### src/rtl/core/parb_pkg.sv
// shared constants, types and controller states of the proximity brightness block
package parb_pkg;

  localparam int HORIZ_CHANNELS  = 7;
  localparam int GROUND_CHANNELS = 2;
  localparam int TOTAL_CHANNELS  = HORIZ_CHANNELS + GROUND_CHANNELS;

  localparam int CH_W     = 4;
  localparam int SAMPLE_W = 16;
  localparam int LED_W    = 4;
  localparam int FS_W     = 8;
  localparam int PROD_W   = SAMPLE_W + FS_W;
  localparam int BRIGHT_W = FS_W;

  localparam int PEAK_IDX_W  = (TOTAL_CHANNELS > 1) ? $clog2(TOTAL_CHANNELS) : 1;
  localparam int FLOOR_IDX_W = (HORIZ_CHANNELS > 1) ? $clog2(HORIZ_CHANNELS) : 1;
  localparam int DIV_CNT_W   = $clog2(BRIGHT_W);

  localparam logic [SAMPLE_W-1:0] HORIZ_PEAK_RESET  = SAMPLE_W'(4000);
  localparam logic [SAMPLE_W-1:0] HORIZ_FLOOR_RESET = SAMPLE_W'(1200);
  localparam logic [SAMPLE_W-1:0] GROUND_PEAK_RESET = SAMPLE_W'(900);
  localparam logic [FS_W-1:0]     FULL_SCALE_RESET  = FS_W'(32);
  localparam logic [CH_W-1:0]     DOUBLED_CHANNEL   = CH_W'(2);

  // configuration register indexes
  localparam int CFG_IDX_W = 2;
  localparam logic [CFG_IDX_W-1:0] CFG_ENABLE     = CFG_IDX_W'(0);
  localparam logic [CFG_IDX_W-1:0] CFG_FULL_SCALE = CFG_IDX_W'(1);
  localparam int CFG_DATA_W = 8;

  typedef enum logic [2:0] {
    ST_IDLE,
    ST_UPDATE,
    ST_MUL,
    ST_DIV_INIT,
    ST_DIV,
    ST_DONE
  } parb_state_t;

  typedef struct packed {
    logic capture;
    logic update;
    logic mul;
    logic div_init;
    logic div_step;
    logic load_out;
  } parb_cmd_t;

  typedef struct packed {
    logic in_ok;
    logic div_last;
    logic out_free;
  } parb_sts_t;

endpackage

### src/rtl/core/parb_ctrl.sv
// sequencing state machine for one sample
module parb_ctrl import parb_pkg::*; (
  input  logic      clk,
  input  logic      rst_n,
  input  logic      in_valid,
  input  parb_sts_t sts,
  output logic      in_ready,
  output parb_cmd_t cmd
);

  parb_state_t state_r, state_nxt;

  always_ff @(posedge clk) begin
    if (!rst_n) begin
      state_r <= ST_IDLE;
    end else begin
      state_r <= state_nxt;
    end
  end

  always_comb begin
    state_nxt = state_r;
    cmd       = '0;
    in_ready  = 1'b0;
    case (state_r)
      ST_IDLE: begin
        in_ready    = 1'b1;
        cmd.capture = in_valid;
        // disabled or unknown channel: the transfer is simply dropped
        if (in_valid && sts.in_ok) begin
          state_nxt = ST_UPDATE;
        end
      end
      ST_UPDATE: begin
        cmd.update = 1'b1;
        state_nxt  = ST_MUL;
      end
      ST_MUL: begin
        cmd.mul   = 1'b1;
        state_nxt = ST_DIV_INIT;
      end
      ST_DIV_INIT: begin
        cmd.div_init = 1'b1;
        state_nxt    = ST_DIV;
      end
      ST_DIV: begin
        cmd.div_step = 1'b1;
        if (sts.div_last) begin
          state_nxt = ST_DONE;
        end
      end
      ST_DONE: begin
        if (sts.out_free) begin
          cmd.load_out = 1'b1;
          state_nxt    = ST_IDLE;
        end
      end
      default: begin
        state_nxt = ST_IDLE;
      end
    endcase
  end

endmodule

### config.mk
export PLATFORM = sky130hd
export DESIGN_NAME = parb_ctrl
export DESIGN_NICKNAME = d
export VERILOG_FILES = /design/src/rtl/core/parb_pkg.sv /design/src/rtl/core/parb_ctrl.sv
export SDC_FILE = /design/constraint.sdc
export NUM_CORES = 1
export LEC_CHECK = 0
export BUFFER_PORTS_ARGS = -buffer_cell sky130_fd_sc_hd__buf_2
export CAP_MARGIN = 40
export CORE_AREA = 2 2 39 41
export CTS_CLUSTER_SIZE = 10
export DETAILED_ROUTE_END_ITERATION = 10
export DIE_AREA = 0 0 41 43
export PLACE_DENSITY = 0.45
export SLEW_MARGIN = 20
export SYNTH_ARGS = -nofsm -noshare
export SYNTH_HDL_FRONTEND = slang
export SYNTH_SLANG_ARGS = --single-unit
### constraint.sdc
create_clock -name clk -period 1.65 [get_ports clk]
set_input_delay 0.165 -clock clk [delete_from_list [all_inputs] [get_ports clk]]
set_output_delay 0.165 -clock clk [all_outputs]
set_load 0.005 [all_outputs]
==> flow_summary.yaml, run 1 <==
layout:
  drive_gt1_share_pct: 44.7
  fin_util_pct: 20.3
  fin_cells: 54
  finalNetCount: 45
  largest_register_ffs: 3
  antenna_cells: 0
  top_regs: "state_r x3"
  area_delta_synth_final_pct: 47.1
  top_register: "state_r"
  post-route-cell-area_um2: 282
floorplan:
  dieWidth_um: 41
  dieArea_um2: 1760
  die_h_um: 43
  rows: 14
  start_util_pct: 13.8
  fp.coreArea_um2: 1380
  num_io_pins: 13
timing:
  rsz0062_at_grt: "no"
  setup_tns_ps: 0
  hold_viol: 0
  max_freq_mhz: 780
  worstMarginPinSlew_ps: 291
  slew_headroom_pct: 80.6
  slew_violations: 0
  period_share_pct: 77.7
  finalClockSkew_ps: 2.04
  fin_crit_ps: 1280
  setup_violations: 0
pwr:
  peakVddDrop_v: 0.000387
  totalPowerFinal_uw: 352
  leakage_uw: 0.000139
  power_density_nw_per_um2: 1250
logic_synthesis:
  yosysWarnings: 0
  ys_types: 16
  syn_nets: 30
  yosysSeqAreaShare_pct: 31.4
  synth-seq-cells: 3
  syn-instance-count: 24
  syn_area_um2: 191
  syn_avg_cell_area_um2: 7.98
global_routing:
  grt_pass1_vias: 212
  grt_usage_pct: 6.81
  antenna_found_initial: 0
  gr-total-overflow: 0
  grt_max_degree: 10
  grt_pass1_wl_um: 738
clock_network:
  htreeDepth: 1
  post_cts_buffers: 0
  cts.repair.resized: 0
  cts_hold_repair.buffers: 0
  cts_num_sinks: 3
  cts_tree: "yes"
  clock_latency_ps: 230
  clockBufferDepth: 2
  root_buffer: "clkbuf_4"
  cts-buffers-inserted: 3
  clk_pin_slew_ps: 40
place:
  hpwlAfterDp_um: 383
  placed_cells: 50
  io_buffers: 12
  gp_congestion: 0.738
  postPlaceCellArea_um2: 255
setup_path:
  crit_arrival_ps: 1120
  r2r_end: "state_r[2]"
  worstSetupPathType: "reg2out"
  crit_path_end_kind: "output pin"
  worstSetupStartpoint: "state_r[0]"
  slowest_delay_ps: 480
  rrSetupSlack_ps: 660
  cp_data_required_time_ps: 1480
  path_max_fanout: 9
  startpoint_type: "flop"
  reg2reg_depth: 3
  regToRegStartpoint: "state_r[2]"
  cp_slowest_cell: "dfxtp_1"
  cp_cell_sequence: "nor3_1, and2_2, buf_2"
hold_path:
  hold_depth: 2
  hp-start: "rst_n"
  whs_endpoint: "state_r[2]"
  min_path_type: "in2reg"
route:
  wl_per_cell_um: 9.44
  detail-route-antenna-nets: 0
  drt-initial-drc-count: 0
  dr.pass1.iters: 1
  vias: 217
  wirelength_um: 510
  viasPerCell: 4.02
  drc_errors: 0
job:
  drv_cap: 0
outcome:
  status: "finished, final reports clean"
## metrics by stage
step | hold slack, ps | setup WS [ps]
floorplan | 293 | 629
global placement | 436 | 600
detailed placement | 419 | 614
CTS | 187 | 348
global route | 205 | 247
finish | 197 | 367
## worst max path at each step
stage	end	slack [ps]	depth (start not counted)
5_1_grt	cmd[0]	250	3
4_1_cts	cmd[5]	350	3
6_report	cmd[5]	370	3
3_5_place_dp	cmd[3]	610	3
3_3_place_gp	cmd[5]	600	3
2_1_floorplan	cmd[5]	630	3
## critical path, delay by kind of cell, from the launching register on
kind	cells	cell delay (ps)
and+or+nand+nor	2	290
buffers and inverters	1	120
DFF	1	480
## power by group
part / internal, uW / switching, uW
sequential: 86.9 / 27.5
combinational: 60.7 / 46.7
clock: 90.7 / 39.6
total: 238 / 114
## cells by family (layout without fill, tap and decap cells)
family                 Yosys count  in the layout  share of synthesized area, %
flip-flops                       3              3                          31.4
XOR/XNOR                         1              1                          4.58
buffers and inverters            4             18                          12.4
AO/OA/AOI/OAI                    5              5                          18.3
AND/OR/NAND/NOR                 11             11                          33.3
## synthesized netlist by cell type
| library cell | number | area [um2] |
|---|---|---|
| xor2_1 | 1 | 8.76 |
| and3_1 | 2 | 12.5 |
| and3b_2 | 1 | 10.0 |
| inv_1 | 2 | 7.51 |
| o2111a_1 | 1 | 11.3 |
| o21ai_0 | 1 | 5.00 |
| nor3_1 | 4 | 20.0 |
| and2_2 | 1 | 7.51 |
| clkbuf_2 | 1 | 5.00 |
| a211oi_1 | 1 | 7.51 |
| nand2_1 | 2 | 7.51 |
| a31oi_1 | 1 | 6.26 |
| buf_6 | 1 | 11.3 |
| dfxtp_1 | 3 | 60.1 |
| nor2b_1 | 1 | 6.26 |
| o21ai_1 | 1 | 5.00 |
## routing by layer
metal,vias to the layer above,GRT usage [%],wire length [um]
met5,-,0,0
met4,0,8.00,0
met3,0,3.66,56
met2,11,9.06,245
met1,94,6.39,209
li1,112,-,-
## cell type report
type                            count  area, um2
Clock buffer                        4       26.3
Fill cell                         166       1100
Inverter                            2       7.51
Multi-Input combinational cell     17        108
Sequential cell                     3       60.1
Tap cell                           16       20.0
Timing Repair Buffer               12       60.1
## placed cells by master, fill, tap and decap left out, types with 2 or more instances in the layout
master    count
and3_1        2
clkbuf_4      3
buf_2        12
inv_1         2
nand2_1       2
nor3_1        4
dfxtp_1       3
Note: power is estimated with default switching activity, not from simulation.
==> run 2, diff against run 1 <==
--- a/config.mk
+++ b/config.mk
@@ -11,7 +11,7 @@
 export CTS_CLUSTER_SIZE = 10
 export DETAILED_ROUTE_END_ITERATION = 10
 export DIE_AREA = 0 0 41 43
-export PLACE_DENSITY = 0.45
+export PLACE_DENSITY = 0.46
 export SLEW_MARGIN = 20
 export SYNTH_ARGS = -nofsm -noshare
 export SYNTH_HDL_FRONTEND = slang
==> constraint.sdc (replaced) <==
create_clock -name clk -period 1.1 [get_ports clk]
set_input_delay 0.11 -clock clk [delete_from_list [all_inputs] [get_ports clk]]
set_output_delay 0.11 -clock clk [all_outputs]
set_load 0.005 [all_outputs]
==> flow_summary.yaml, run 2 (synthesis results as in run 1) <==
layout:
  final_common_cell: "buf_2"
  most-common-layout-cells: "buf_2 (10), clkbuf_4 (3), buf_4 (3), dfxtp_4 (3)"
  n_fill_cell: 159
  area_delta_synth_final_pct: 86.9
  antenna_cells: 0
  drive_gt1_share_pct: 70.7
  top_regs: "state_r x3"
  largest_register_ffs: 3
  finalNetCount: 48
  top_register: "state_r"
clock_network:
  clock_latency_ps: 230
  cts_num_sinks: 3
  htreeDepth: 1
  clockBufferDepth: 2
  clk_pin_slew_ps: 30
  cts_tree: "yes"
  cts-buffers-inserted: 3
  cts_hold_repair.buffers: 0
  root_buffer: "clkbuf_4"
setup_path:
  reg2reg_depth: 3
  worstSetupPathType: "reg2out"
  cp_data_required_time_ps: 990
  crit_arrival_ps: 1020
  crit_path_end_kind: "output pin"
  startpoint_type: "flop"
  path_max_fanout: 7
timing:
  worst_hold_slack_ps: 135
  slew_violations: 0
  hold_viol: 0
  finalClockSkew_ps: 0.401
  max_freq_mhz: 882
  setup_violations: 2
  fin_ws_ps: -34.0
  fin_crit_ps: 1130
  slew_headroom_pct: 89.1
  rsz0062_at_grt: "yes"
  worstMarginPinSlew_ps: 162
  period_share_pct: 103
global_routing:
  antenna_found_initial: 0
  grt_pass1_vias: 199
  grt_usage_pct: 7.33
  grt_pass1_wl_um: 814
  grt_max_degree: 10
  gr-total-overflow: 0
hold_path:
  hold_depth: 2
  min_path_type: "in2reg"
route:
  top_layer: "met3"
  wl_met2_um: 238
  wl_per_cell_um: 9.77
  vias: 235
  drc_errors: 0
  drt-initial-drc-count: 3
  viasPerCell: 4.12
  detail-route-antenna-nets: 0
  wirelength_um: 557
  wl_met1_um: 274
  wl_met3_um: 44
  dr.pass1.iters: 2
floorplan:
  start_util_pct: 13.8
  num_io_pins: 13
  fp.coreArea_um2: 1380
  dieArea_um2: 1760
  die_h_um: 43
  dieWidth_um: 41
  rows: 14
job:
  drv_cap: 0
pwr:
  power.share.clock_pct: 29.6
  p_seq_share_pct: 31.6
  p_switching_uw: 195
  p_int_uw: 434
  peakVddDrop_v: 0.000894
  totalPowerFinal_uw: 629
  combPwrFrac_pct: 38.8
  power_density_nw_per_um2: 1760
  leakage_uw: 0.000165
  sw_frac_of_total_pct: 31.0
outcome:
  status: "finished with violations"
  violations: "setup timing"
place:
  gp_congestion: 0.701
  io_buffers: 12
[run 2: final cells by class]
type / instances / area (um2) / area share (%)
multi-input cells: 17 / 135 / 37.8
well taps: 16 / 20.0 / 5.59
inverters: 2 / 10.0 / 2.80
flip-flops and latches: 3 / 71.3 / 19.9
clock buffers: 4 / 26.3 / 7.34
repair buffers: 15 / 95.1 / 26.6
[run 2: what timing repair did]
item / 4_1_cts / 5_1_grt
pin swaps: 1 / 3
endpoints found under the setup margin: 7 / 6
buffers inserted: 0 / 3
gates resized for setup: 11 / 6
[run 2: power by group through the flow]
stage,Sequential (uW),Combinational [uW],Clock (uW)
final,199,244,186
after global routing,202,265,225
after CTS,197,177,199
after detailed placement,175,162,0
after global placement,176,160,0
after floorplan,139,147,0
[run 2: worst max-delay path, stage by stage, from the launching register on]
cell,delay [ps]
dfxtp_4,370
nor3_4,190
and2_4,160
buf_6,80
[run 2: per-layer routing]
metal,track usage [%],vias up
li1,-,120
met1,8.36,102
met2,9.06,13
met3,7.85,0
met4,2.00,0
met5,0,-
[run 2: stage by stage]
step | TNS (ps) | worst slack, ps | util [%] | std cells | instance area (um2)
floorplan | 0 | 134 | - | 24 | 191
global placement | 0 | 80.2 | 18.4 | 50 | 255
detailed placement | 0 | 82.0 | 18.4 | 50 | 255
CTS | -74.5 | -48.5 | 22.3 | 54 | 309
global route | -270 | -97.3 | 25.9 | 57 | 358
finish | -39.3 | -34.0 | 25.9 | 57 | 358
[run 2: worst paths after layout]
check | from | endpoint | slack, ps
min | rst_n | state_r[2] | 140
max | state_r[1] | cmd[5] | -30
min reg2reg | state_r[2] | state_r[1] | 620
max reg2reg | state_r[2] | state_r[2] | 150
==> run 3, diff against run 2 <==
--- a/config.mk
+++ b/config.mk
@@ -11,7 +11,8 @@
 export CTS_CLUSTER_SIZE = 10
 export DETAILED_ROUTE_END_ITERATION = 10
 export DIE_AREA = 0 0 41 43
-export PLACE_DENSITY = 0.46
+export PLACE_DENSITY = 0.47
+export RECOVER_POWER = 25
 export SLEW_MARGIN = 20
 export SYNTH_ARGS = -nofsm -noshare
 export SYNTH_HDL_FRONTEND = slang
==> flow_summary.yaml, run 3 (synthesis results as in run 1) <==
floorplan:
  fp.coreArea_um2: 1380
  rows: 14
  start_util_pct: 13.8
  dieArea_um2: 1760
  num_io_pins: 13
  die_h_um: 43
  dieWidth_um: 41
clock_network:
  cts_num_sinks: 3
  clk_pin_slew_ps: 40
  clockBufferDepth: 2
  htreeDepth: 1
  cts-buffers-inserted: 3
  clock_latency_ps: 240
  cts_tree: "yes"
  root_buffer: "clkbuf_4"
global_routing:
  antenna_found_initial: 0
  grt_pass1_vias: 188
  grt_pass1_wl_um: 841
  grt_max_degree: 10
  grt_usage_pct: 8.24
  gr-total-overflow: 0
place:
  place_ws_ps: 97.9
  placed_cells: 50
  gp_congestion: 0.768
  postPlaceCellArea_um2: 255
  io_buffers: 12
  hpwlAfterDp_um: 372
layout:
  most-common-layout-cells: "buf_2 (11), nor3_2 (3), clkbuf_4 (3), buf_4 (3), dfxtp_4 (3)"
  final_common_cell: "buf_2"
  antenna_cells: 0
  finalNetCount: 49
  post-route-cell-area_um2: 365
  top_register: "state_r"
  area_delta_synth_final_pct: 90.8
  top_regs: "state_r x3"
  drive_gt1_share_pct: 73.8
  largest_register_ffs: 3
  fin_cells: 58
setup_path:
  crit_arrival_ps: 1030
  crit_path_end_kind: "output pin"
  worstSetupPathType: "reg2out"
  path_max_fanout: 6
  reg2reg_depth: 4
  startpoint_type: "flop"
  cp_data_required_time_ps: 990
route:
  drt-initial-drc-count: 2
  viasPerCell: 4.24
  detail-route-antenna-nets: 0
  wl_per_cell_um: 10.1
  drc_errors: 0
  vias: 246
  wirelength_um: 584
  dr.pass1.iters: 3
timing:
  slew_headroom_pct: 89.3
  hold_viol: 0
  setup_violations: 3
  max_freq_mhz: 874
  fin_crit_ps: 1140
  period_share_pct: 104
  fin_ws_ps: -43.9
  worstMarginPinSlew_ps: 159
  slew_violations: 0
  finalClockSkew_ps: 4.00
  rsz0062_at_grt: "yes"
hold_path:
  min_path_type: "in2reg"
  hold_depth: 2
pwr:
  power_density_nw_per_um2: 1780
  totalPowerFinal_uw: 650
  peakVddDrop_v: 0.000729
  leakage_uw: 0.000176
outcome:
  violations: "setup timing"
  status: "finished with violations"
job:
  drv_cap: 0
[run 3: changes by cell type in the layout (fill, tap and decap cells not counted), sizes merged]
cell | previous run | this run
buf | 15 | 16
[run 3: timing repair]
action	CTS	global route
gates cloned	0	0
resized for setup	15	5
setup buffers	1	3
endpoints found under the setup margin	7	6
hold endpoints to repair	0	0
hold buffers	0	0
pin swaps	2	1
[run 3: per-stage QoR]
stage                     TNS, ps  hold WS, ps  util [%]
after global placement          0          362      18.4
final                       -62.8          117      26.4
after CTS                   -49.5          114      24.0
after detailed placement        0          361      18.4
after floorplan                 0          238         -
after global routing         -259          105      26.4
[run 3: layout make-up]
type / instances / area [um2]
clock buffer: 4 / 26.3
inverter: 2 / 10.0
sequential: 3 / 71.3
tap: 16 / 20.0
timing repair buffer: 16 / 100
fill: 151 / 1020
multi-input combinational: 17 / 138
[run 3: final timing paths]
| check | startpoint | endpoint | slack (ps) |
|---|---|---|---|
| setup / recovery | state_r[2] | cmd[5] | -40 |
| hold / removal | rst_n | state_r[2] | 120 |
| setup reg to reg | state_r[0] | state_r[1] | 60 |
| hold reg to reg | state_r[1] | state_r[2] | 630 |
[run 3: layer usage]
layer  vias to the layer above  share of wire [%]  track usage, %
li1                        122                  -               -
met1                       113                 47            9.03
met2                        11                 43            9.06
met3                         0                9.6            8.38
met4                         0                  0            6.00
met5                         -                  0               0
[run 3: power by group]
part / total (uW) / switching (uW) / internal [uW]
Clock: 203 / 66.0 / 137
Sequential: 198 / 58.8 / 139
Combinational: 249 / 95.4 / 154
Total: 650 / 220 / 430
[run 3: worst max-delay path, cell delays in order (launching register included)]
cell and delay [ps]:
dfxtp_4 360, nor3_4 190, and2_4 160, buf_6 80
