File: src/rtl/core/parb_pkg.sv
// shared constants, types and controller states of the proximity brightness block
package parb_pkg;

  localparam int HORIZ_CHANNELS  = 7;
  localparam int GROUND_CHANNELS = 2;
  localparam int TOTAL_CHANNELS  = HORIZ_CHANNELS + GROUND_CHANNELS;

  localparam int CH_W     = 4;
  localparam int SAMPLE_W = 16;
  localparam int LED_W    = 4;
  localparam int FS_W     = 8;
  localparam int PROD_W   = SAMPLE_W + FS_W;
  localparam int BRIGHT_W = FS_W;

  localparam int PEAK_IDX_W  = (TOTAL_CHANNELS > 1) ? $clog2(TOTAL_CHANNELS) : 1;
  localparam int FLOOR_IDX_W = (HORIZ_CHANNELS > 1) ? $clog2(HORIZ_CHANNELS) : 1;
  localparam int DIV_CNT_W   = $clog2(BRIGHT_W);

  localparam logic [SAMPLE_W-1:0] HORIZ_PEAK_RESET  = SAMPLE_W'(4000);
  localparam logic [SAMPLE_W-1:0] HORIZ_FLOOR_RESET = SAMPLE_W'(1200);
  localparam logic [SAMPLE_W-1:0] GROUND_PEAK_RESET = SAMPLE_W'(900);
  localparam logic [FS_W-1:0]     FULL_SCALE_RESET  = FS_W'(32);
  localparam logic [CH_W-1:0]     DOUBLED_CHANNEL   = CH_W'(2);

  // configuration register indexes
  localparam int CFG_IDX_W = 2;
  localparam logic [CFG_IDX_W-1:0] CFG_ENABLE     = CFG_IDX_W'(0);
  localparam logic [CFG_IDX_W-1:0] CFG_FULL_SCALE = CFG_IDX_W'(1);
  localparam int CFG_DATA_W = 8;

  typedef enum logic [2:0] {
    ST_IDLE,
    ST_UPDATE,
    ST_MUL,
    ST_DIV_INIT,
    ST_DIV,
    ST_DONE
  } parb_state_t;

  typedef struct packed {
    logic capture;
    logic update;
    logic mul;
    logic div_init;
    logic div_step;
    logic load_out;
  } parb_cmd_t;

  typedef struct packed {
    logic in_ok;
    logic div_last;
    logic out_free;
  } parb_sts_t;

endpackage

File: src/rtl/core/parb_dp.sv
// tracking registers, scaling multiplier, radix-2 divider and result register
module parb_dp import parb_pkg::*; (
  input  logic                  clk,
  input  logic                  rst_n,
  input  parb_cmd_t             cmd,
  output parb_sts_t             sts,
  input  logic [CH_W-1:0]       in_channel,
  input  logic [SAMPLE_W-1:0]   in_sample,
  input  logic                  cfg_we,
  input  logic [CFG_IDX_W-1:0]  cfg_index,
  input  logic [CFG_DATA_W-1:0] cfg_data,
  output logic                  out_valid,
  input  logic                  out_ready,
  output logic [LED_W-1:0]      out_led_index,
  output logic                  out_also_next,
  output logic [BRIGHT_W-1:0]   out_brightness
);

  logic                enable_r;
  logic [FS_W-1:0]     full_scale_r;
  logic [SAMPLE_W-1:0] peak_r  [TOTAL_CHANNELS];
  logic [SAMPLE_W-1:0] floor_r [HORIZ_CHANNELS];

  logic [CH_W-1:0]      ch_r;
  logic [SAMPLE_W-1:0]  smp_r;
  logic [SAMPLE_W-1:0]  num_r, den_r;
  logic [PROD_W-1:0]    prod_r;
  logic [SAMPLE_W-1:0]  rem_r, rem_nxt;
  logic [BRIGHT_W-1:0]  low_r, quo_r;
  logic [DIV_CNT_W-1:0] cnt_r;
  logic                 zero_r;
  logic                 out_valid_r;
  logic [LED_W-1:0]     led_r;
  logic                 next_r;
  logic [BRIGHT_W-1:0]  bright_r;

  logic                   is_horiz;
  logic [PEAK_IDX_W-1:0]  pidx;
  logic [FLOOR_IDX_W-1:0] fidx;
  logic [SAMPLE_W-1:0]    pk_old, pk_new, fl_old, fl_new, num_nxt, den_nxt;
  logic [SAMPLE_W:0]      trial;
  logic                   qbit;

  assign is_horiz = ch_r < CH_W'(HORIZ_CHANNELS);
  assign pidx     = ch_r[PEAK_IDX_W-1:0];
  assign fidx     = ch_r[FLOOR_IDX_W-1:0];

  // tracking follows the new sample before scaling
  always_comb begin
    pk_old = peak_r[pidx];
    pk_new = (smp_r > pk_old) ? smp_r : pk_old;
    fl_old = is_horiz ? floor_r[fidx] : '0;
    fl_new = ((smp_r != '0) && (smp_r < fl_old)) ? smp_r : fl_old;
    if (is_horiz) begin
      num_nxt = (smp_r > fl_new) ? smp_r - fl_new : '0;
      den_nxt = (pk_new > fl_new) ? pk_new - fl_new : '0;
    end else begin
      num_nxt = smp_r;
      den_nxt = pk_new;
    end
  end

  // quotient never exceeds full scale, so the top bits of the product start below the divisor
  assign trial   = {rem_r, low_r[BRIGHT_W-1]};
  assign qbit    = trial >= {1'b0, den_r};
  assign rem_nxt = qbit ? SAMPLE_W'(trial - {1'b0, den_r}) : trial[SAMPLE_W-1:0];

  always_ff @(posedge clk) begin
    if (!rst_n) begin
      enable_r     <= 1'b1;
      full_scale_r <= FULL_SCALE_RESET;
      out_valid_r  <= 1'b0;
      for (int i = 0; i < TOTAL_CHANNELS; i++) begin
        peak_r[i] <= (i < HORIZ_CHANNELS) ? HORIZ_PEAK_RESET : GROUND_PEAK_RESET;
      end
      for (int i = 0; i < HORIZ_CHANNELS; i++) begin
        floor_r[i] <= HORIZ_FLOOR_RESET;
      end
    end else begin
      if (cfg_we) begin
        case (cfg_index)
          CFG_ENABLE:     enable_r     <= cfg_data[0];
          CFG_FULL_SCALE: full_scale_r <= cfg_data[FS_W-1:0];
          default: ;
        endcase
      end
      if (cmd.update) begin
        peak_r[pidx] <= pk_new;
        if (is_horiz) begin
          floor_r[fidx] <= fl_new;
        end
      end
      if (cmd.load_out) begin
        out_valid_r <= 1'b1;
      end else if (out_ready) begin
        out_valid_r <= 1'b0;
      end
    end
  end

  always_ff @(posedge clk) begin
    if (cmd.capture) begin
      ch_r  <= in_channel;
      smp_r <= in_sample;
    end
    if (cmd.update) begin
      num_r <= num_nxt;
      den_r <= den_nxt;
    end
    if (cmd.mul) begin
      prod_r <= PROD_W'(num_r) * PROD_W'(full_scale_r);
    end
    if (cmd.div_init) begin
      rem_r  <= prod_r[PROD_W-1:BRIGHT_W];
      low_r  <= prod_r[BRIGHT_W-1:0];
      quo_r  <= '0;
      cnt_r  <= '0;
      zero_r <= den_r == '0;
    end
    if (cmd.div_step) begin
      rem_r <= rem_nxt;
      low_r <= {low_r[BRIGHT_W-2:0], 1'b0};
      quo_r <= {quo_r[BRIGHT_W-2:0], qbit};
      cnt_r <= cnt_r + 1'b1;
    end
    if (cmd.load_out) begin
      led_r    <= (ch_r > DOUBLED_CHANNEL) ? LED_W'(ch_r + 1'b1) : LED_W'(ch_r);
      next_r   <= ch_r == DOUBLED_CHANNEL;
      bright_r <= zero_r ? '0 : quo_r;
    end
  end

  assign sts.in_ok    = enable_r && (in_channel < CH_W'(TOTAL_CHANNELS));
  assign sts.div_last = cnt_r == DIV_CNT_W'(BRIGHT_W - 1);
  assign sts.out_free = !out_valid_r || out_ready;

  assign out_valid      = out_valid_r;
  assign out_led_index  = led_r;
  assign out_also_next  = next_r;
  assign out_brightness = bright_r;

endmodule

File: config.mk
export PLATFORM = sky130hd
export DESIGN_NAME = parb_dp
export DESIGN_NICKNAME = d
export VERILOG_FILES = /design/src/rtl/core/parb_pkg.sv /design/src/rtl/core/parb_dp.sv
export SDC_FILE = /design/constraint.sdc
export NUM_CORES = 1
export LEC_CHECK = 0
export BUFFER_PORTS_ARGS = -buffer_cell sky130_fd_sc_hd__buf_2
export CAP_MARGIN = 20
export CORE_UTILIZATION = 35
export DETAILED_ROUTE_END_ITERATION = 10
export GPL_ROUTABILITY_DRIVEN = 0
export GPL_TIMING_DRIVEN = 0
export PLACE_DENSITY = 0.57
export SLEW_MARGIN = 25
export SYNTH_ARGS = -nofsm -noshare
export SYNTH_HDL_FRONTEND = slang
export SYNTH_SLANG_ARGS = --single-unit
File: constraint.sdc
create_clock -name clk -period 10.1 [get_ports clk]
set_input_delay 1.515 -clock clk [delete_from_list [all_inputs] [get_ports clk]]
set_output_delay 1.515 -clock clk [all_outputs]
set_load 0.05 [all_outputs]
==> impl_results.md, run 1 <==
- Outcome: finished clean
- Synthesized area: 29000 sq um
- Vias/cell: 5.42
- Port Buffer Count: 56
- CP most frequent cell: buf_2
- Largest net degree at the start of global routing: 40
- Pre-CTS worst setup slack: -93.4 ps
- Max clock buf depth: 3
- Die area: 84000 sq um
- Final wirelength: 80900 microns
- Width of the die: 290 microns
- FF+latch count, synth: 523
- Worst path slowest cell: clkbuf_1
- Initial antenna violation count: 1
- Max Cap Viol: 0
- Fin util: 0.398
- EDFF count, synth: 492
- Hold buffers post-CTS: 0
- Hold wc startpoint: enable_r
- Starting density of the core: 0.354
- Vias in the first global route: 19600
- First-pass GRT wire length: 121000 microns
- R2r setup slk: 430 ps
- Floorplan core area: 82000 sq um
- Overflow after GRT: 0
- Root Buffer: clkbuf_16
- Layout net count: 2691
- Number of DRC markers in iteration 0: 1552
- Height of the die: 290 microns
- TritonCTS clock tree: yes
- GR Util All Layers: 0.194
- Num Clock Sinks: 523
- Cts bufs inserted: 56
- Share of cells above drive strength 1: 0.148
- Ports: 57
- Yosys warns: 0
- Req. time, crit path: 10490 ps
- Post-Syn Instances: 2327
- RSZ-0062 raised after global routing: false
- Setup TNS: 0 ps
- Crit Path Category: reg -> reg
- Layout Skew: 61.6 ps
- Num rows: 105
- Antenna-violating nets left: 0
- DP Wirelength: 59500 microns
- Worst Hold Class: reg -> reg
- Avg Inst Size Synth: 12.5 sq um
- Diodes inserted: 0
- # DRC: 0
- Worst setup margin: 426 ps
- Worst setup EP type: register
- Ys async rst share: 0
- Period minus WS final: 9670 ps
- DR pass1 iterations: 5
- Max Slew Vio Count: 0
- Worst IR Drop VDD: 0.000146 V
- Final Hold Violating Endpoints: 0
- Vias: 19300
- Worst-Margin Slew: 1090 ps
- Fin crit share: 0.958
- Crit path max-delay family: buffers and inverters
- Maximum fanout along the worst path: 19
- CP bufs+invs: 11
- Fmax: 103 MHz
- Worst-Skew Late Latency: 660 ps
- Slowest Stage Delay on Critical Path: 690 ps
- PwrDens: 208 nW/um^2
- DR WL/cell: 22.7 microns
- Crit start category: register
- Final setup vio count: 0
- H-tree levels: 2
- Arrival time worst endpoint: 10060 ps
- Worst rel slew slack: 0.275
- Layout area overhead: 12.6%
- Yosys cell types: 90
- Leak pwr: 12.0 nW
- Clk slew on worst S/H paths: 60 ps
- Net count after synthesis: 2567
- Register area share after synthesis: 0.531
- Top_reg_cell synth: edfxtp_1
-- worst paths after layout --
check                                end  cells after the start
worst min register to register  enable_r                      2
worst min-delay path            enable_r                      2
worst max register to register  den_r[8]                     29
worst max-delay path            den_r[8]                     29
-- power breakdown --
group / total (mW) / internal (mW) / switching, mW
combinational: 2.02 / 0.765 / 1.25
clock: 2.05 / 1.16 / 0.887
sequential: 2.72 / 2.62 / 0.106
-- cell usage in the layout, fill, tap and decap left out, drive strengths merged, types with 86 or more instances in the layout --
| cell | count |
|---|---|
| and2 | 86 |
| edfxtp | 492 |
| mux4 | 110 |
| nor2 | 273 |
| nand2 | 253 |
| inv | 185 |
| a21oi | 96 |
| clkbuf | 151 |
| buf | 107 |
| ha | 115 |
-- cells by family after synthesis --
group,share of synthesized area
compound gates,0.0722
xor+xnor,0.0184
fa+ha+maj,0.110
buf+inv,0.0423
flops,0.531
mux,0.107
simple gates,0.118
-- synthesized netlist by cell type, types with 27 or more instances --
| cell | count | area, sq um |
|---|---|---|
| ha_1 | 115 | 1440 |
| xnor2_1 | 42 | 368 |
| and2_1 | 86 | 538 |
| clkbuf_1 | 75 | 282 |
| nor2_1 | 272 | 1020 |
| mux2i_1 | 35 | 350 |
| a21oi_1 | 94 | 470 |
| edfxtp_1 | 492 | 14800 |
| o21ai_0 | 54 | 270 |
| inv_1 | 181 | 679 |
| fa_1 | 85 | 1700 |
| dfxtp_1 | 31 | 621 |
| nand2_1 | 252 | 946 |
| mux4_2 | 110 | 2480 |
| a21o_1 | 27 | 203 |
-- metrics by stage --
| step | total power [mW] | hold WS, ps | area, sq um | cells |
|---|---|---|---|---|
| finish | 6.79 | 477 | 32600 | 3568 |
| CTS | 6.80 | 484 | 32600 | 3568 |
| floorplan | 4.17 | 433 | 29000 | 2327 |
| detailed placement | 4.75 | 468 | 30800 | 3464 |
| global placement | 4.71 | 457 | 30600 | 3453 |
| global route | 7.11 | 523 | 32600 | 3568 |
-- worst min-delay path, stage by stage (launching register included) --
cell and delay (ps):
dfxtp_1 320, mux2i_1 70, nand2_1 60
-- per-layer routing --
metal / wire (microns) / global-route usage / part of all wire / vias to the layer above
li1: - / - / - / 8618
met1: 34100 / 0.259 / 0.42 / 9790
met2: 38200 / 0.316 / 0.47 / 766
met4: 3030 / 0.0755 / 0.037 / 2
met3: 5540 / 0.0337 / 0.068 / 166
met5: 13 / 0 / 0.00016 / -
-- final cells by class --
class | count | area, sq um
fill | 7782 | 49300
sequential | 523 | 15400
multi-input combinational | 1503 | 12400
clock buffer | 76 | 1550
tap | 1070 | 1340
inverter | 185 | 694
buffer | 115 | 536
timing repair buffer | 67 | 388
clock inverter | 29 | 300
-- registers in the layout, indices dropped and copies added (netlist names), 16 cells and up, named ones only --
signal	flops
prod_r	24
floor_r	128
smp_r	16
den_r	16
rem_r	16
num_r	16
peak_r	256
-- timing repair --
| item | in CTS | in global routing |
|---|---|---|
| gates resized for setup | 2 | 2 |
| endpoints found under the setup margin | 1 | 4 |
| setup buffers | 0 | 0 |
Note: power is estimated with default switching activity, not from simulation.
==> inputs of run 2 (changes only) <==
--- a/config.mk
+++ b/config.mk
@@ -7,6 +7,7 @@
 export LEC_CHECK = 0
 export BUFFER_PORTS_ARGS = -buffer_cell sky130_fd_sc_hd__buf_2
 export CAP_MARGIN = 20
+export CORE_ASPECT_RATIO = 1.4
 export CORE_UTILIZATION = 35
 export DETAILED_ROUTE_END_ITERATION = 10
 export GPL_ROUTABILITY_DRIVEN = 0
==> run 2 against run 1 <==
Flip-flop and latch count did not move; via count about the same; register-to-register slack worse by 40 ps; cell area decreased by 0.26%; clock skew fell by 40 ps; count of clock-buffer cells in the layout fell by 9; critical endpoint is now den_r[5].
==> impl_results.md, run 2 (synthesis results as in run 1) <==
- Outcome: finished clean
- Fmax: 103 MHz (-0.38%)
- Reg with most FFs: peak_r
- Leak pwr: 12.0 nW (-0.40%)
- Layout net count: 2686 (-0.19%)
- Cts bufs inserted: 52 (-7.1%)
- Cell Area, Placed: 30800 sq um (about the same)
- Width of the die: 245 microns (-15%)
- Die area: 84000 sq um (about the same)
- Max FFs per register: 256 (unchanged)
- Worst IR Drop VDD: 0.000133 V (-8.6%)
- FF-to-FF path depth: 31 (+6.9%)
- Fill cells: 7656 (-1.6%)
- Number of DRC markers in iteration 0: 1814 (+17%)
- DR WL/cell: 24.2 microns (+6.9%)
- First-pass GRT wire length: 128000 microns (+5.9%)
- Period minus WS final: 9710 ps (+37.3 ps)
- RSZ-0062 raised after global routing: false
- Biggest regs: peak_r x256, floor_r x128, prod_r x24
- Starting density of the core: 0.355 (+0.000931)
- Vias/cell: 5.44 (+0.31%)
- Maximum fanout along the worst path: 19 (unchanged)
- Worst rel slew slack: 0.315 (+0.0405)
- Worst Hold Class: reg -> reg
- Port Buffer Count: 56 (unchanged)
- Root Buffer: clkbuf_16
- GR Util All Layers: 0.209 (+0.0141)
- Num rows: 124 (+18%)
- TritonCTS clock tree: yes
- Vias in the first global route: 20500 (+4.8%)
- DP Wirelength: 65000 microns (+9.3%)
- PwrDens: 209 nW/um^2 (+0.36%)
- Final setup vio count: 0 (unchanged)
- Clk slew on worst S/H paths: 70 ps (about the same)
- Dpl cells: 3464 (unchanged)
- Slowest Stage Delay on Critical Path: 630 ps (-60 ps)
- Max clock buf depth: 3 (unchanged)
- Overflow after GRT: 0 (unchanged)
- Max Cap Viol: 0 (unchanged)
- Floorplan core area: 81800 sq um (-0.26%)
- Commonest non-fill, non-tap cell in the layout: edfxtp_1
- Fin area: 32600 sq um (-0.26%)
- Ports: 57 (unchanged)
- Initial antenna violation count: 4 (+3)
- Hold path cells: 2 (unchanged)
- Layout Skew: 22.0 ps (-39.6 ps)
- Worst-Margin Slew: 1020 ps (-63.2 ps)
- H-tree levels: 2 (unchanged)
- Num Clock Sinks: 523 (unchanged)
- Most frequent cells in the layout: edfxtp_1 (492), nor2_1 (265), nand2_1 (252)
- Max Slew Vio Count: 0 (unchanged)
- Vias: 19400 (+0.088%)
- Worst-Skew Late Latency: 630 ps (-30 ps)
- CP most frequent cell: buf_2
- Largest net degree at the start of global routing: 40 (unchanged)
- Worst setup EP type: register
- Req. time, crit path: 10390 ps (-100 ps)
- DR pass1 iterations: 5 (unchanged)
- Crit start category: register
- Final Hold Violating Endpoints: 0 (unchanged)
- Final wirelength: 86300 microns (+6.7%)
- Share of cells above drive strength 1: 0.148 (-0.000551)
- Setup TNS: 0 ps (unchanged)
- Fin crit share: 0.961 (+0.00370)
- Height of the die: 343 microns (+18%)
- Hold buffers post-CTS: 0 (unchanged)
- Fin cells: 3560 (-0.22%)
- Crit Path Category: reg -> reg
- Arrival time worst endpoint: 10000 ps (-60 ps)
- Antenna-violating nets left: 0 (unchanged)
- Layout area overhead: 12.3%
- # DRC: 0 (unchanged)
- Worst path slowest cell: buf_2
-- run 2: what timing repair did --
item / in CTS / in global routing
setup endpoints to repair: 27 / 11
buffers inserted: 0 / 0
resized for setup: 1 / 2
-- run 2: area by class of cell --
cell class / count / area [sq um] / area share
plain buffers: 115 / 533 / 0.0164
well taps: 1071 / 1340 / 0.0412
clock buffers: 67 / 1440 / 0.0443
clock inverters: 28 / 299 / 0.00919
diodes: 2 / 5.00 / 0.000154
repair buffers: 66 / 384 / 0.0118
inverters: 185 / 694 / 0.0213
flip-flops and latches: 523 / 15400 / 0.473
multi-input cells: 1503 / 12500 / 0.383
-- run 2: path summary, 6_finish.rpt --
check | start | endpoint | slack [ps]
setup reg to reg | register | den_r[5] | 390
hold reg to reg | floor_r[6][5] | floor_r[6][5] | 490
hold / removal | floor_r[6][5] | floor_r[6][5] | 490
setup / recovery | register | den_r[5] | 390
-- run 2: critical path, delay by kind of cell (launching register included) --
kind / cells / cell delay [ps]
buf+inv: 12 / 4090
mux: 2 / 940
flops: 1 / 300
simple gates: 7 / 1280
compound gates: 8 / 2190
fa+ha+maj: 2 / 530
-- run 2: layer usage --
layer	vias to the layer above	global-route usage	wire (microns)
met5	-	0	0
met4	0	0.138	6050
met3	229	0.0266	4280
met2	703	0.382	45400
met1	9839	0.224	30500
li1	8588	-	-
-- run 2: metrics by stage --
stage                     setup slack [ps]   util  hold slack (ps)  power (mW)
after global placement               -94.7  0.374              463        4.75
final                                  389  0.398              489        6.79
after CTS                              419  0.398              488        6.79
after detailed placement              -257  0.377              472        4.80
after floorplan                       2900      -              433        4.17
after global routing                  6.30  0.398              520        7.09
-- run 2: report_power, final --
group | total, mW | internal [mW] | switching [mW] | leakage (nW)
sequential | 2.72 | 2.62 | 0.101 | 4.90
clock | 2.00 | 1.14 | 0.862 | 0.852
combinational | 2.07 | 0.770 | 1.30 | 6.23
total | 6.79 | 4.53 | 2.27 | 12.0
==> inputs of run 3 (changes only) <==
--- a/config.mk
+++ b/config.mk
@@ -5,14 +5,14 @@
 export SDC_FILE = /design/constraint.sdc
 export NUM_CORES = 1
 export LEC_CHECK = 0
-export BUFFER_PORTS_ARGS = -buffer_cell sky130_fd_sc_hd__buf_2
 export CAP_MARGIN = 20
 export CORE_ASPECT_RATIO = 1.4
 export CORE_UTILIZATION = 35
 export DETAILED_ROUTE_END_ITERATION = 10
+export DONT_BUFFER_PORTS = 1
 export GPL_ROUTABILITY_DRIVEN = 0
 export GPL_TIMING_DRIVEN = 0
-export PLACE_DENSITY = 0.57
+export PLACE_DENSITY = 0.56
 export SLEW_MARGIN = 25
 export SYNTH_ARGS = -nofsm -noshare
 export SYNTH_HDL_FRONTEND = slang
==> run 3 against run 2 <==
Cell count decreased by 1.5%; fmax increased by 0.54%; cell area decreased by 0.79%; die area unchanged; clock skew increased by 13 ps; critical path depth decreased by 1; sequential power about the same; largest cell class unchanged.
==> impl_results.md, run 3 (synthesis results as in run 1) <==
- Outcome: finished clean
- Final setup vio count: 0 (unchanged)
- Crit Path Category: reg -> reg
- DR WL/cell: 24.7 microns (+1.8%)
- Clk slew on worst S/H paths: 60 ps (about the same)
- Worst rel slew slack: 0.277 (-0.0376)
- Area occupied by registers: 15400 sq um (unchanged)
- Layout Skew: 35.4 ps (+13.4 ps)
- Die area: 84000 sq um (unchanged)
- Ports: 57 (unchanged)
- Req. time, crit path: 10490 ps (+100 ps)
- Vias in the first global route: 19900 (-2.8%)
- Num Clock Sinks: 523 (unchanged)
- Overflow after GRT: 0 (unchanged)
- Largest net degree at the start of global routing: 40 (unchanged)
- GR Util All Layers: 0.208 (-0.000431)
- Arrival time worst endpoint: 10050 ps (+50 ps)
- Slowest Stage Delay on Critical Path: 750 ps (+120 ps)
- Cts bufs inserted: 53 (+1.9%)
- Fill cells: 7715 (+0.77%)
- Period minus WS final: 9660 ps (-52.1 ps)
- Vias: 19200 (-0.66%)
- Max Slew Vio Count: 0 (unchanged)
- Diodes inserted: 0 (-2)
- Fin util: 0.395 (-0.00315)
- Worst path slowest cell: clkbuf_1
- Floorplan core area: 81800 sq um (unchanged)
- H-tree levels: 2 (unchanged)
- Reg2reg end: den_r[8]
- Max Cap Viol: 0 (unchanged)
- Worst IR Drop VDD: 0.000168 V (+26%)
- Worst-Skew Late Latency: 630 ps (about the same)
- FF-to-FF path depth: 30 (-3.2%)
- Starting density of the core: 0.355 (unchanged)
- Fin crit share: 0.956 (-0.00515)
- Crit path max-delay family: buffers and inverters
- RSZ-0062 raised after global routing: false
- Leak pwr: 11.8 nW (-1.7%)
- Commonest non-fill, non-tap cell in the layout: edfxtp_1
- Reg with most FFs: peak_r
- DR pass1 iterations: 6 (+1)
- Worst Hold Class: reg -> reg
- Initial antenna violation count: 2 (-2)
- Antenna-violating nets left: 0 (unchanged)
- # DRC: 0 (unchanged)
- Hold wc startpoint: floor_r[6][7]
- Area of the multi-input gates: 12500 sq um (about the same)
- Hold endpoint: floor_r[6][7]
- Max FFs per register: 256 (unchanged)
- Layout net count: 2631 (-2.0%)
- CP most frequent cell: buf_2
- Hold buffers post-CTS: 0 (unchanged)
- First-pass GRT wire length: 127000 microns (-1.0%)
- Vias/cell: 5.48 (+0.84%)
- CP bufs+invs: 11 (-1)
- TritonCTS clock tree: yes
- Max clock buf depth: 3 (unchanged)
- R2r setup slk: 440 ps (+50 ps)
- Maximum fanout along the worst path: 19 (unchanged)
- Fin cells: 3507 (-1.5%)
- Crit start category: register
- Layout area overhead: 11.4%
- Fmax: 104 MHz (+0.54%)
- Worst-Margin Slew: 1080 ps (+56.3 ps)
- PwrDens: 210 nW/um^2 (+0.55%)
- Dpl cells: 3409 (-1.6%)
- Width of the die: 245 microns (unchanged)
- Biggest regs: peak_r x256, floor_r x128, prod_r x24
- Num rows: 124 (unchanged)
- Most frequent cells in the layout: edfxtp_1 (492), nor2_1 (265), nand2_1 (252)
- Hold path cells: 2 (unchanged)
- Root Buffer: clkbuf_16
- Share of cells above drive strength 1: 0.131 (-0.0166)
- Number of DRC markers in iteration 0: 1582 (-13%)
- Final Hold Violating Endpoints: 0 (unchanged)
- Height of the die: 343 microns (unchanged)
- Worst setup EP type: register
- DP Wirelength: 65200 microns (+0.24%)
- Port Buffer Count: 0 (-100%)
- Final wirelength: 86500 microns (+0.26%)
- Number of buffers added for setup after CTS: 0 (unchanged)
run 3: worst max-delay path by stage:
stage	from	end	slack, ps	depth (start not counted)
after floorplan	register	den_r[7]	2900	30
after global placement	register	den_r[8]	-170	32
after detailed placement	register	den_r[8]	-360	32
after CTS	register	den_r[8]	90	32
after global routing	register	den_r[8]	70	30
final	register	den_r[8]	440	30
run 3: routing by layer:
metal,track usage,vias up,part of all wire
li1,-,8491,-
met2,0.379,775,0.52
met4,0.136,4,0.073
met5,0,-,0.00035
met3,0.0317,267,0.058
met1,0.222,9694,0.35
run 3: final cells by class:
| class | count | share of cell area |
|---|---|---|
| sequential | 523 | 0.477 |
| timing repair buffer | 11 | 0.00337 |
| buffer | 114 | 0.0165 |
| clock buffer | 62 | 0.0437 |
| clock inverter | 38 | 0.0111 |
| inverter | 185 | 0.0215 |
| tap | 1071 | 0.0415 |
| multi-input combinational | 1503 | 0.386 |
run 3: worst reg2reg max path, delay by kind of cell, from the launching register on:
kind,cells,cell delay [ps]
AOI/OAI and AO/OA,7,2040
DFF,1,310
and+or+nand+nor,8,1080
adders and majority gates,2,730
muxes,2,1030
buffers and inverters,11,4260
run 3: what timing repair did:
item	CTS	global route
gates resized for setup	2	6
endpoints found under the hold margin	0	0
endpoints found under the setup margin	27	26
run 3: per-stage QoR:
| step | hold WS, ps | total power, mW | TNS, ps | setup WS (ps) | instance area [sq um] |
|---|---|---|---|---|---|
| 2_1_floorplan | 433 | 4.17 | 0 | 2900 | 29000 |
| 3_3_place_gp | 463 | 4.74 | -344 | -167 | 30300 |
| 3_5_place_dp | 481 | 4.78 | -3640 | -361 | 30500 |
| 4_1_cts | 498 | 6.79 | 0 | 87.9 | 32300 |
| 5_1_grt | 522 | 7.07 | 0 | 68.5 | 32300 |
| 6_report | 498 | 6.78 | 0 | 441 | 32300 |
run 3: where the power goes:
group / internal (mW) / leakage [nW] / switching (mW) / total, mW
clock network: 1.14 / 0.865 / 0.875 / 2.01
logic: 0.761 / 6.01 / 1.27 / 2.03
registers: 2.62 / 4.90 / 0.120 / 2.74
